[config.mk]
export PLATFORM = sky130hd
export DESIGN_NAME = keypad_lock_controller_core_flat
export DESIGN_NICKNAME = d
export VERILOG_FILES = /design/src/design/kplc_pkg.sv /design/src/design/kplc_ifs.sv /design/src/design/kplc_cfg.sv /design/src/design/kplc_fsm.sv /design/src/design/kplc_oq.sv /design/src/design/keypad_lock_controller_core.sv /design/src/flat_wrapper.sv
export SDC_FILE = /design/constraint.sdc
export NUM_CORES = 1
export LEC_CHECK = 0
export ABC_CLOCK_PERIOD_IN_PS = 8000
export BUFFER_PORTS_ARGS = -buffer_cell sky130_fd_sc_hd__buf_2
export CAP_MARGIN = 20
export CORE_MARGIN = 1.5
export CORE_UTILIZATION = 34
export DETAILED_ROUTE_END_ITERATION = 8
export PLACE_DENSITY = 0.48
export REMOVE_ABC_BUFFERS = 1
export SYNTH_ARGS = -nofsm -noshare
export SYNTH_HDL_FRONTEND = slang
export SYNTH_SLANG_ARGS = --single-unit
[constraint.sdc]
create_clock -name i_clk -period 8 [get_ports i_clk]
set_clock_uncertainty 0.2 [all_clocks]
set_input_delay 0 -clock i_clk [delete_from_list [all_inputs] [get_ports i_clk]]
set_output_delay 0 -clock i_clk [all_outputs]
set_load 0.01 [all_outputs]
[src/design/kplc_pkg.sv]
// ----------------------------------------------------------------------------
// kplc_pkg
// Shared constants, codes and types of the keypad lock controller.
// ----------------------------------------------------------------------------
package kplc_pkg;

    // Password length and the index width that it needs
    localparam int PASS_LEN = 5;
    localparam int IDX_W    = (PASS_LEN > 1) ? $clog2(PASS_LEN) : 1;

    // Output queue depth: room for two results per item plus slack
    localparam int OQ_DEPTH = 4;
    localparam int OQ_PTR_W = $clog2(OQ_DEPTH);
    localparam int OQ_CNT_W = OQ_PTR_W + 1;

    // Configuration register indexes
    localparam int CFG_IDX_W = 3;
    localparam logic [CFG_IDX_W-1:0] CFG_READY_CODE   = 3'd0;
    localparam logic [CFG_IDX_W-1:0] CFG_OPEN_CODE    = 3'd1;
    localparam logic [CFG_IDX_W-1:0] CFG_CHANGE_CODE  = 3'd2;
    localparam logic [CFG_IDX_W-1:0] CFG_MAX_TRIALS   = 3'd3;
    localparam logic [CFG_IDX_W-1:0] CFG_UNLOCK_TICKS = 3'd4;
    localparam logic [CFG_IDX_W-1:0] CFG_HOLD_TICKS   = 3'd5;
    localparam logic [CFG_IDX_W-1:0] CFG_LOCK_TICKS   = 3'd6;
    localparam logic [CFG_IDX_W-1:0] CFG_ALARM_TICKS  = 3'd7;

    // Configuration reset values
    localparam logic [7:0] RST_READY_CODE   = 8'h10;
    localparam logic [7:0] RST_OPEN_CODE    = 8'h2B;
    localparam logic [7:0] RST_CHANGE_CODE  = 8'h2D;
    localparam logic [3:0] RST_MAX_TRIALS   = 4'd3;
    localparam logic [7:0] RST_UNLOCK_TICKS = 8'd5;
    localparam logic [7:0] RST_HOLD_TICKS   = 8'd6;
    localparam logic [7:0] RST_LOCK_TICKS   = 8'd11;
    localparam logic [7:0] RST_ALARM_TICKS  = 8'd20;

    // Input opcodes
    localparam logic [1:0] OP_TICK  = 2'd0;
    localparam logic [1:0] OP_BYTE  = 2'd1;
    localparam logic [1:0] OP_START = 2'd2;

    // Motor drive codes
    localparam logic [1:0] MOTOR_STOP = 2'd0;
    localparam logic [1:0] MOTOR_CW   = 2'd1;
    localparam logic [1:0] MOTOR_CCW  = 2'd2;

    // Reply bytes
    localparam logic [7:0] TX_MATCH    = 8'd1;
    localparam logic [7:0] TX_MISMATCH = 8'd0;

    typedef struct packed {
        logic [7:0] ready_code;
        logic [7:0] open_code;
        logic [7:0] change_code;
        logic [3:0] max_trials;
        logic [7:0] unlock_ticks;
        logic [7:0] hold_ticks;
        logic [7:0] lock_ticks;
        logic [7:0] alarm_ticks;
    } t_cfg;

    typedef struct packed {
        logic       tx_valid;
        logic [7:0] tx_byte;
        logic [1:0] motor_drive;
        logic       alarm_on;
        logic       last_result;
    } t_result;

    // Up to two result words written into the output queue at once
    typedef struct packed {
        logic [1:0] count;
        t_result    first;
        t_result    second;
    } t_push;

endpackage

[src/design/kplc_ifs.sv]
// ----------------------------------------------------------------------------
// kplc_ifs
// Valid/ready channels of the keypad lock controller: input items, result
// words and configuration writes.
// ----------------------------------------------------------------------------
interface kplc_item_if;
    logic       valid;
    logic       ready;
    logic [1:0] opcode;
    logic [7:0] rx_byte;

    modport source (output valid, opcode, rx_byte, input ready);
    modport sink   (input valid, opcode, rx_byte, output ready);
endinterface

interface kplc_result_if;
    logic       valid;
    logic       ready;
    logic       tx_valid;
    logic [7:0] tx_byte;
    logic [1:0] motor_drive;
    logic       alarm_on;
    logic       last_result;

    modport source (output valid, tx_valid, tx_byte, motor_drive, alarm_on,
                    last_result, input ready);
    modport sink   (input valid, tx_valid, tx_byte, motor_drive, alarm_on,
                    last_result, output ready);
endinterface

interface kplc_cfg_if
    import kplc_pkg::*;
();
    logic                 valid;
    logic                 ready;
    logic [CFG_IDX_W-1:0] index;
    logic [7:0]           data;

    modport source (output valid, index, data, input ready);
    modport sink   (input valid, index, data, output ready);
endinterface

[src/design/kplc_cfg.sv]
// ----------------------------------------------------------------------------
// kplc_cfg
// Configuration register file: codes, trial limit and tick thresholds.
// ----------------------------------------------------------------------------
module kplc_cfg
    import kplc_pkg::*;
(
    input  logic           i_clk,
    input  logic           i_rst_n,
    kplc_cfg_if.sink       i_cfg,
    output t_cfg           o_cfg
);

    t_cfg r_cfg;

    // Always take a write word
    assign i_cfg.ready = 1'b1;
    assign o_cfg       = r_cfg;

    // Load the addressed register
    always_ff @(posedge i_clk) begin
        if (!i_rst_n) begin
            r_cfg.ready_code   <= RST_READY_CODE;
            r_cfg.open_code    <= RST_OPEN_CODE;
            r_cfg.change_code  <= RST_CHANGE_CODE;
            r_cfg.max_trials   <= RST_MAX_TRIALS;
            r_cfg.unlock_ticks <= RST_UNLOCK_TICKS;
            r_cfg.hold_ticks   <= RST_HOLD_TICKS;
            r_cfg.lock_ticks   <= RST_LOCK_TICKS;
            r_cfg.alarm_ticks  <= RST_ALARM_TICKS;
        end else if (i_cfg.valid) begin
            unique case (i_cfg.index)
                CFG_READY_CODE:   r_cfg.ready_code   <= i_cfg.data;
                CFG_OPEN_CODE:    r_cfg.open_code    <= i_cfg.data;
                CFG_CHANGE_CODE:  r_cfg.change_code  <= i_cfg.data;
                CFG_MAX_TRIALS:   r_cfg.max_trials   <= i_cfg.data[3:0];
                CFG_UNLOCK_TICKS: r_cfg.unlock_ticks <= i_cfg.data;
                CFG_HOLD_TICKS:   r_cfg.hold_ticks   <= i_cfg.data;
                CFG_LOCK_TICKS:   r_cfg.lock_ticks   <= i_cfg.data;
                CFG_ALARM_TICKS:  r_cfg.alarm_ticks  <= i_cfg.data;
            endcase
        end
    end

endmodule

[src/design/kplc_fsm.sv]
// ----------------------------------------------------------------------------
// kplc_fsm
// Input register and session state machine. One registered item is
// processed per cycle whenever the output queue has room for two words.
// ----------------------------------------------------------------------------
module kplc_fsm
    import kplc_pkg::*;
(
    input  logic           i_clk,
    input  logic           i_rst_n,
    kplc_item_if.sink      i_item,
    input  t_cfg           i_cfg,
    input  logic           i_room,
    output t_push          o_push
);

    typedef enum logic [2:0] {
        PH_IDLE,
        PH_SET1,
        PH_SET2,
        PH_MENU,
        PH_VERIFY,
        PH_MOTOR,
        PH_ALARM
    } t_phase;

    typedef enum logic [1:0] {
        STG_CW,
        STG_STOP,
        STG_CCW,
        STG_DONE
    } t_stage;

    // Motor stage for a tick count; later thresholds never fall below earlier
    function automatic t_stage motor_stage(input logic [7:0] tick, input t_cfg c);
        logic [7:0] e2;
        logic [7:0] e3;
        t_stage     s;
        e2 = (c.hold_ticks > c.unlock_ticks) ? c.hold_ticks : c.unlock_ticks;
        e3 = (c.lock_ticks > e2) ? c.lock_ticks : e2;
        if (tick < c.unlock_ticks) begin
            s = STG_CW;
        end else if (tick < e2) begin
            s = STG_STOP;
        end else if (tick < e3) begin
            s = STG_CCW;
        end else begin
            s = STG_DONE;
        end
        return s;
    endfunction

    // Input register
    logic             r_in_valid;
    logic [1:0]       r_in_op;
    logic [7:0]       r_in_byte;

    // Session state
    t_phase           r_phase,    n_phase;
    logic [IDX_W-1:0] r_idx,      n_idx;
    logic             r_mismatch, n_mismatch;
    logic [3:0]       r_trial,    n_trial;
    logic             r_open,     n_open;
    logic [7:0]       r_tick,     n_tick;
    logic [7:0]       r_first  [PASS_LEN];
    logic [7:0]       r_stored [PASS_LEN];

    logic             step;
    logic [IDX_W-1:0] idx;
    logic             last_byte;
    logic [7:0]       tick_inc;
    logic             wr_first;
    logic             copy_stored;
    logic             mis_set2;
    logic             mis_verify;
    logic [1:0]       ntx;
    logic [7:0]       tx0;
    logic [7:0]       tx1;
    logic [1:0]       drive;
    logic             buzz;

    assign step         = r_in_valid && i_room;
    assign i_item.ready = !r_in_valid || step;

    // Clamp a stray index to the first byte
    assign idx        = (32'(r_idx) >= PASS_LEN) ? '0 : r_idx;
    assign last_byte  = (idx == IDX_W'(PASS_LEN - 1));
    assign tick_inc   = (r_tick == 8'hFF) ? r_tick : r_tick + 8'd1;
    assign mis_set2   = r_mismatch || (r_first[idx] != r_in_byte);
    assign mis_verify = r_mismatch || (r_stored[idx] != r_in_byte);

    // Work out the next state and the replies for the held item
    always_comb begin
        n_phase     = r_phase;
        n_idx       = r_idx;
        n_mismatch  = r_mismatch;
        n_trial     = r_trial;
        n_open      = r_open;
        n_tick      = r_tick;
        wr_first    = 1'b0;
        copy_stored = 1'b0;
        ntx         = 2'd0;
        tx0         = TX_MISMATCH;
        tx1         = TX_MISMATCH;

        unique case (r_in_op)
            OP_TICK: begin
                if (r_phase == PH_MOTOR) begin
                    n_tick = tick_inc;
                    if (motor_stage(tick_inc, i_cfg) == STG_DONE) begin
                        n_phase = PH_MENU;
                    end
                end else if (r_phase == PH_ALARM) begin
                    n_tick = tick_inc;
                    if (tick_inc >= i_cfg.alarm_ticks) begin
                        n_phase = PH_MENU;
                    end
                end
            end
            OP_START: begin
                if (r_phase == PH_IDLE) begin
                    n_phase    = PH_SET1;
                    n_idx      = '0;
                    n_mismatch = 1'b0;
                    ntx        = 2'd1;
                    tx0        = i_cfg.ready_code;
                end
            end
            OP_BYTE: begin
                unique case (r_phase)
                    PH_SET1: begin
                        wr_first = 1'b1;
                        if (last_byte) begin
                            n_phase    = PH_SET2;
                            n_idx      = '0;
                            n_mismatch = 1'b0;
                            ntx        = 2'd1;
                            tx0        = i_cfg.ready_code;
                        end else begin
                            n_idx = IDX_W'(idx + 1'b1);
                        end
                    end
                    PH_SET2: begin
                        if (last_byte) begin
                            n_idx = '0;
                            if (!mis_set2) begin
                                copy_stored = 1'b1;
                                n_mismatch  = 1'b0;
                                ntx         = 2'd1;
                                tx0         = TX_MATCH;
                                n_phase     = PH_MENU;
                            end else begin
                                n_mismatch = 1'b0;
                                ntx        = 2'd2;
                                tx0        = TX_MISMATCH;
                                tx1        = i_cfg.ready_code;
                                n_phase    = PH_SET1;
                            end
                        end else begin
                            n_idx      = IDX_W'(idx + 1'b1);
                            n_mismatch = mis_set2;
                        end
                    end
                    PH_MENU: begin
                        if (r_in_byte == i_cfg.open_code ||
                            r_in_byte == i_cfg.change_code) begin
                            n_open     = (r_in_byte == i_cfg.open_code);
                            n_trial    = 4'd1;
                            n_phase    = PH_VERIFY;
                            n_idx      = '0;
                            n_mismatch = 1'b0;
                            ntx        = 2'd1;
                            tx0        = i_cfg.ready_code;
                        end
                    end
                    PH_VERIFY: begin
                        if (last_byte) begin
                            n_idx = '0;
                            if (!mis_verify) begin
                                n_mismatch = 1'b0;
                                n_trial    = 4'd1;
                                tx0        = TX_MATCH;
                                if (r_open) begin
                                    ntx    = 2'd1;
                                    n_tick = 8'd0;
                                    if (motor_stage(8'd0, i_cfg) == STG_DONE) begin
                                        n_phase = PH_MENU;
                                    end else begin
                                        n_phase = PH_MOTOR;
                                    end
                                end else begin
                                    ntx     = 2'd2;
                                    tx1     = i_cfg.ready_code;
                                    n_phase = PH_SET1;
                                end
                            end else begin
                                tx0 = TX_MISMATCH;
                                if (r_trial >= i_cfg.max_trials) begin
                                    n_mismatch = 1'b1;
                                    ntx        = 2'd1;
                                    n_tick     = 8'd0;
                                    if (i_cfg.alarm_ticks == 8'd0) begin
                                        n_phase = PH_MENU;
                                    end else begin
                                        n_phase = PH_ALARM;
                                    end
                                end else begin
                                    n_trial    = r_trial + 4'd1;
                                    n_mismatch = 1'b0;
                                    ntx        = 2'd2;
                                    tx1        = i_cfg.ready_code;
                                end
                            end
                        end else begin
                            n_idx      = IDX_W'(idx + 1'b1);
                            n_mismatch = mis_verify;
                        end
                    end
                    default: begin
                        // drop bytes while idle, running the motor or sounding the alarm
                    end
                endcase
            end
            default: begin
                // drop unused opcodes
            end
        endcase
    end

    // Status after the item
    always_comb begin
        drive = MOTOR_STOP;
        if (n_phase == PH_MOTOR) begin
            unique case (motor_stage(n_tick, i_cfg))
                STG_CW:  drive = MOTOR_CW;
                STG_CCW: drive = MOTOR_CCW;
                default: drive = MOTOR_STOP;
            endcase
        end
    end
    assign buzz = (n_phase == PH_ALARM);

    // Build the result words for the output queue
    always_comb begin
        o_push.count              = step ? ((ntx == 2'd0) ? 2'd1 : ntx) : 2'd0;
        o_push.first.tx_valid     = (ntx != 2'd0);
        o_push.first.tx_byte      = (ntx != 2'd0) ? tx0 : 8'd0;
        o_push.first.motor_drive  = drive;
        o_push.first.alarm_on     = buzz;
        o_push.first.last_result  = (ntx != 2'd2);
        o_push.second.tx_valid    = 1'b1;
        o_push.second.tx_byte     = tx1;
        o_push.second.motor_drive = drive;
        o_push.second.alarm_on    = buzz;
        o_push.second.last_result = 1'b1;
    end

    // Hold the input word and the session state
    always_ff @(posedge i_clk) begin
        if (!i_rst_n) begin
            r_in_valid <= 1'b0;
            r_phase    <= PH_IDLE;
            r_idx      <= '0;
            r_mismatch <= 1'b0;
            r_trial    <= 4'd1;
            r_open     <= 1'b0;
            r_tick     <= 8'd0;
        end else begin
            if (i_item.ready) begin
                r_in_valid <= i_item.valid;
            end
            if (step) begin
                r_phase    <= n_phase;
                r_idx      <= n_idx;
                r_mismatch <= n_mismatch;
                r_trial    <= n_trial;
                r_open     <= n_open;
                r_tick     <= n_tick;
            end
        end
    end

    // Input payload and password stores need no reset
    always_ff @(posedge i_clk) begin
        if (i_item.valid && i_item.ready) begin
            r_in_op   <= i_item.opcode;
            r_in_byte <= i_item.rx_byte;
        end
        if (step && wr_first) begin
            r_first[idx] <= r_in_byte;
        end
        if (step && copy_stored) begin
            for (int k = 0; k < PASS_LEN; k++) begin
                r_stored[k] <= r_first[k];
            end
        end
    end

endmodule

[src/design/kplc_oq.sv]
// ----------------------------------------------------------------------------
// kplc_oq
// Output queue: takes one or two result words per cycle, gives one per cycle while the sink is ready.
// ----------------------------------------------------------------------------
module kplc_oq
    import kplc_pkg::*;
(
    input  logic           i_clk,
    input  logic           i_rst_n,
    input  t_push          i_push,
    output logic           o_room,
    kplc_result_if.source  o_result
);

    t_result             r_mem [OQ_DEPTH];
    logic [OQ_PTR_W-1:0] r_wr_ptr;
    logic [OQ_PTR_W-1:0] r_rd_ptr;
    logic [OQ_CNT_W-1:0] r_count;
    logic                pop;
    logic [OQ_PTR_W-1:0] wr_ptr_nx;
    t_result             head;

    assign pop       = o_result.valid && o_result.ready;
    assign o_room    = (r_count <= OQ_CNT_W'(OQ_DEPTH - 2));
    assign wr_ptr_nx = r_wr_ptr + 1'b1;
    assign head      = r_mem[r_rd_ptr];

    // Present the head word
    assign o_result.valid       = (r_count != '0);
    assign o_result.tx_valid    = head.tx_valid;
    assign o_result.tx_byte     = head.tx_byte;
    assign o_result.motor_drive = head.motor_drive;
    assign o_result.alarm_on    = head.alarm_on;
    assign o_result.last_result = head.last_result;

    // Advance pointers and fill level
    always_ff @(posedge i_clk) begin
        if (!i_rst_n) begin
            r_wr_ptr <= '0;
            r_rd_ptr <= '0;
            r_count  <= '0;
        end else begin
            r_wr_ptr <= r_wr_ptr + OQ_PTR_W'(i_push.count);
            r_rd_ptr <= r_rd_ptr + OQ_PTR_W'(pop);
            r_count  <= r_count + OQ_CNT_W'(i_push.count) - OQ_CNT_W'(pop);
        end
    end

    // Write the incoming words
    always_ff @(posedge i_clk) begin
        if (i_push.count != 2'd0) begin
            r_mem[r_wr_ptr] <= i_push.first;
        end
        if (i_push.count == 2'd2) begin
            r_mem[wr_ptr_nx] <= i_push.second;
        end
    end

endmodule

[src/design/keypad_lock_controller_core.sv]
// ----------------------------------------------------------------------------
// keypad_lock_controller_core
// Password door lock controller: setup, menu, verification, motor cycle and
// alarm, driven by link bytes, timer ticks and a start word.
// ----------------------------------------------------------------------------
// Order: the input word is held in the input register; its result words are
//          then written into the output queue, whose head drives the output.
// Throughput: one input word per cycle while the queue has room for two words;
//          the single output port gives one result word per cycle when ready.
// Reset: synchronous, active low; clears the session state and loads the
//          default configuration; password stores hold no reset value.
// ----------------------------------------------------------------------------
module keypad_lock_controller_core
    import kplc_pkg::*;
(
    input  logic           i_clk,
    input  logic           i_rst_n,
    kplc_item_if.sink      i_item,
    kplc_result_if.source  o_result,
    kplc_cfg_if.sink       i_cfg
);

    t_cfg  cfg;
    t_push push;
    logic  room;

    kplc_cfg u_cfg (
        .i_clk   (i_clk),
        .i_rst_n (i_rst_n),
        .i_cfg   (i_cfg),
        .o_cfg   (cfg)
    );

    kplc_fsm u_fsm (
        .i_clk   (i_clk),
        .i_rst_n (i_rst_n),
        .i_item  (i_item),
        .i_cfg   (cfg),
        .i_room  (room),
        .o_push  (push)
    );

    kplc_oq u_oq (
        .i_clk    (i_clk),
        .i_rst_n  (i_rst_n),
        .i_push   (push),
        .o_room   (room),
        .o_result (o_result)
    );

endmodule
[src/flat_wrapper.sv]
// flat-port wrapper written by rule: the top's interface ports become plain ports
module keypad_lock_controller_core_flat import kplc_pkg::*;
  (i_clk, i_rst_n, i_item_valid, i_item_opcode, i_item_rx_byte, i_item_ready, o_result_valid, o_result_tx_valid, o_result_tx_byte, o_result_motor_drive, o_result_alarm_on, o_result_last_result, o_result_ready, i_cfg_valid, i_cfg_index, i_cfg_data, i_cfg_ready);
  kplc_item_if i_item_i ();
  kplc_result_if o_result_i ();
  kplc_cfg_if i_cfg_i ();
  input  logic i_clk;
  input  logic i_rst_n;
  input wire logic [$bits(i_item_i.valid)-1:0] i_item_valid;
  input wire logic [$bits(i_item_i.opcode)-1:0] i_item_opcode;
  input wire logic [$bits(i_item_i.rx_byte)-1:0] i_item_rx_byte;
  output wire logic [$bits(i_item_i.ready)-1:0] i_item_ready;
  output wire logic [$bits(o_result_i.valid)-1:0] o_result_valid;
  output wire logic [$bits(o_result_i.tx_valid)-1:0] o_result_tx_valid;
  output wire logic [$bits(o_result_i.tx_byte)-1:0] o_result_tx_byte;
  output wire logic [$bits(o_result_i.motor_drive)-1:0] o_result_motor_drive;
  output wire logic [$bits(o_result_i.alarm_on)-1:0] o_result_alarm_on;
  output wire logic [$bits(o_result_i.last_result)-1:0] o_result_last_result;
  input wire logic [$bits(o_result_i.ready)-1:0] o_result_ready;
  input wire logic [$bits(i_cfg_i.valid)-1:0] i_cfg_valid;
  input wire logic [$bits(i_cfg_i.index)-1:0] i_cfg_index;
  input wire logic [$bits(i_cfg_i.data)-1:0] i_cfg_data;
  output wire logic [$bits(i_cfg_i.ready)-1:0] i_cfg_ready;
  assign i_item_i.valid = i_item_valid;
  assign i_item_i.opcode = i_item_opcode;
  assign i_item_i.rx_byte = i_item_rx_byte;
  assign i_item_ready = i_item_i.ready;
  assign o_result_valid = o_result_i.valid;
  assign o_result_tx_valid = o_result_i.tx_valid;
  assign o_result_tx_byte = o_result_i.tx_byte;
  assign o_result_motor_drive = o_result_i.motor_drive;
  assign o_result_alarm_on = o_result_i.alarm_on;
  assign o_result_last_result = o_result_i.last_result;
  assign o_result_i.ready = o_result_ready;
  assign i_cfg_i.valid = i_cfg_valid;
  assign i_cfg_i.index = i_cfg_index;
  assign i_cfg_i.data = i_cfg_data;
  assign i_cfg_ready = i_cfg_i.ready;
  keypad_lock_controller_core u_core (.i_clk(i_clk), .i_rst_n(i_rst_n), .i_item(i_item_i), .o_result(o_result_i), .i_cfg(i_cfg_i));
endmodule
==> results_dict.tcl <==
set metrics [dict create \
    status "complete, no violations" \
    routed_wl_um 38400 \
    drv_slew 0 \
    seq_area_um2 5948 \
    cpPeakStageDelay_ps 540 \
    root_buffer "clkbuf_16" \
    reg2reg_to "u_core.u_oq.r_mem[3][2]" \
    tns_ps 0 \
    clock_path_buffers 3 \
    io_pins 42 \
    synth.avg_cell_area_um2 10.01 \
    cts_made_buffers 29 \
    grt_pass1_vias 10180 \
    cp_common_cell "a21oi_1" \
    critPathSlowestCell "or4_1" \
    crit_path_max_fanout 14 \
    wire_per_inst_um 19.60 \
    drive_gt1_share_pct 11.87 \
    hold_end "u_core.u_cfg.o_cfg[45]" \
    die_w_um 202.4 \
    r2r_start "u_core.u_cfg.o_cfg[31]" \
    yosys_warnings 0 \
    synthFlopType "edfxtp_1" \
    die-area_um2 40960 \
    ir_drop_mv 0.1349 \
    clkTransAtPathRegs_ps 60 \
    cts_max_level 1 \
    antenna_cells 0 \
    intPower_mw 2.235 \
    postCtsResizedCells 0 \
    antenna_found_initial 0 \
    synthCells 1350 \
    worstPathRequired_ps 8170 \
    gp_congestion 0.8631 \
    max_freq_mhz 138.1 \
    critPathArrivalTime_ps 7410 \
    netlist_top_cells_area "edfxtp_1 30%, dfxtp_1 14%, ha_1 7.3%" \
    async_flop_share_pct 0 \
    hold_violations 0 \
    critPathKind "reg2reg" \
    num-fill-cells 3928 \
    place_area_um2 14160 \
    ys_types 102 \
    p_seq_share_pct 44.2 \
    num_rows 72 \
    first_pass_iters 6 \
    comb_power_share_pct 16.3 \
    powerDensity_nw_per_um2 201.3 \
    grt_pass1_wl_um 58850 \
    syn_area_um2 13520 \
    worstRegToRegCells 27 \
    grt_max_degree 58 \
    finalSetupViolCount 0 \
    vias_per_cell 5.401 \
    cts_tree "yes" \
    seq_area_frac_synth_pct 43.98 \
    power.switching_mw 0.8936 \
    start_util_pct 34.74 \
    ys_ff_latch 230 \
    clock_sink_count 230 \
    min_path_cells 4 \
    multiInputGateArea_um2 7046 \
    max_slew_margin_pct 30.79 \
    critPathCaptureType "flip-flop" \
    grt.total_usage_pct 18.44 \
    io_buffer_count 40 \
    layout_min_cycle_time_ps 7239 \
    min_from "i_cfg_data[1]" \
    yosysTopAreaCellShare_pct 29.77 \
    clockPowerShare_pct 39.5 \
    netSwitchingFraction_pct 28.56 \
    synth_top_cell_by_area "edfxtp_1" \
    dp_hpwl_um 27330 \
    reg2reg_slack_ps 760 \
    maxCapViolations 0 \
    clk-insertion-delay-late_ps 570 \
    synth_edf_count 134 \
    drt_iter0_drc 733 \
    core-area_um2 38920 \
    stdcell_area_um2 15540 \
    fp.dieH_um 202.4 \
    min_period_over_period_pct 90.48 \
    layout-area-overhead-vs-synth_pct 14.99 \
    hp-class "in2reg" \
    post-route-drc-count 0 \
    drtAntennaViolNets 0 \
    vias 10580 \
    fin_nets 1524 \
    grt-ovfl-total 0 \
    cp_top_family "simple AND/OR/NAND/NOR gates" \
    path_buf_inv 1 \
    leakagePower_nw 5.622 \
    rsz0062_at_grt "false" \
    worst_slew_pin_slew_ps 1034 \
    cp-start-kind "flip-flop" \
]
-- cells in the mapped netlist (8+ instances only) --
cell type    n
a31oi_1     10
ha_1        79
nand4_1     16
nor3_1      32
a21o_1      18
or3_1       12
nor2_1      69
nand2_1    177
a211oi_1     9
edfxtp_1   134
mux4_2      16
nor3b_1      9
nor2b_1     15
o21a_1      18
mux2i_1     34
o2111ai_1   10
and2_1      27
nor4_1      11
nand3_1     36
buf_4        8
buf_2       13
dfxtp_1     96
xnor2_1     30
o21ai_0     54
inv_1       59
clkbuf_1    40
a21boi_0    47
or2_2        8
nand3b_1     9
nand2b_1    17
o211ai_1    11
a21oi_1     61
-- metrics by stage --
stage | utilization, % | hold WS (ps) | total power [mW] | instances | setup WS, ps
detailed placement | 36.40 | -20.82 | 1.903 | 1856 | 581.0
finish | 39.94 | 169.1 | 3.129 | 1959 | 761.2
floorplan | - | -138.1 | 1.721 | 1286 | 1699
global route | 39.94 | 175.5 | 3.266 | 1959 | 184.8
CTS | 39.88 | 143.8 | 3.167 | 1956 | 553.6
global placement | 36.36 | -23.01 | 1.899 | 1854 | 644.9
-- kinds of logic (layout without fill, tap and decap cells) --
kind of cell | count (synthesis) | count (layout) | share of synthesized area (%)
fa+ha+maj | 81 | 81 | 7.534
simple gates | 484 | 484 | 18.65
other cells | 1 | 1 | 0.02774
xor+xnor | 38 | 38 | 2.518
compound gates | 333 | 333 | 17.57
buf+inv | 126 | 217 | 3.952
mux | 57 | 57 | 5.766
flops | 230 | 230 | 43.98
-- layout by cell type, fill, tap and decap left out, types with 17 or more instances in the layout --
master,count
clkbuf_16,29
nand2b_1,17
a21o_1,18
nor3_1,32
ha_1,79
nor2_1,68
a21oi_1,61
nand3_1,36
mux2i_1,34
and2_1,27
o21ai_0,54
dlygate4sd3_1,46
nand2_1,177
o21a_1,18
edfxtp_1,134
a21boi_0,47
inv_1,59
xnor2_1,30
buf_2,40
dfxtp_1,94
-- power groups by stage --
stage               Sequential [mW]  Combinational, mW  Clock, mW
floorplan                      1.38              0.344          0
global placement               1.41              0.489          0
CTS                            1.39              0.511       1.27
detailed placement             1.41              0.493          0
finish                         1.38              0.510       1.24
global route                   1.39              0.559       1.31
-- state kept, by name (all words and copies together) (netlist names), 4 cells and up --
signal	cells
u_core.u_cfg.o_cfg	60
u_core.u_fsm.r_first	40
u_core.u_fsm.r_in_byte	8
u_core.u_fsm.r_stored	40
u_core.u_fsm.r_tick	8
u_core.u_fsm.r_trial	4
u_core.u_oq.r_mem	52
-- metal layers --
metal  global-route usage (%)  vias up  wire, um
met5                        0        -         0
met4                    4.841        0       778
li1                         -     5152         -
met1                    26.76     5101     18640
met3                    2.080       51      1857
met2                    29.02      277     17120
-- final cells by class --
cell class                 count  area share [%]
clock buffer                  36           4.838
timing repair buffer         101           4.975
sequential                   230           38.27
multi-input combinational    994           45.33
clock inverter                18          0.9257
tap                          518           4.170
inverter                      62           1.497
-- tightest hold or removal path: cells and delay by family --
family,cells,cell delay (ps)
buffers and inverters,2,740
AND/OR/NAND/NOR,2,160
-- worst max path at each step --
stage / startpoint / endpoint / slack [ps] / cells past startpoint
floorplan: u_core.u_cfg.o_cfg[25] / u_core.u_oq.r_mem[0][1] / 1700 / 28
global placement: u_core.u_cfg.o_cfg[31] / u_core.u_oq.r_mem[0][1] / 640 / 27
detailed placement: u_core.u_cfg.o_cfg[31] / u_core.u_oq.r_mem[0][1] / 580 / 27
CTS: u_core.u_cfg.o_cfg[31] / u_core.u_oq.r_mem[0][1] / 550 / 27
global route: u_core.u_cfg.o_cfg[31] / u_core.u_oq.r_mem[3][2] / 180 / 28
finish: u_core.u_cfg.o_cfg[31] / u_core.u_oq.r_mem[3][2] / 760 / 27
-- repair_timing --
| action | CTS | global route |
|---|---|---|
| buffers inserted | 0 | 1 |
| hold buffers | 46 | 0 |
| hold endpoints to repair | 87 | 0 |
| endpoints found under the setup margin | 0 | 7 |
(Power assumes the default switching activity.)
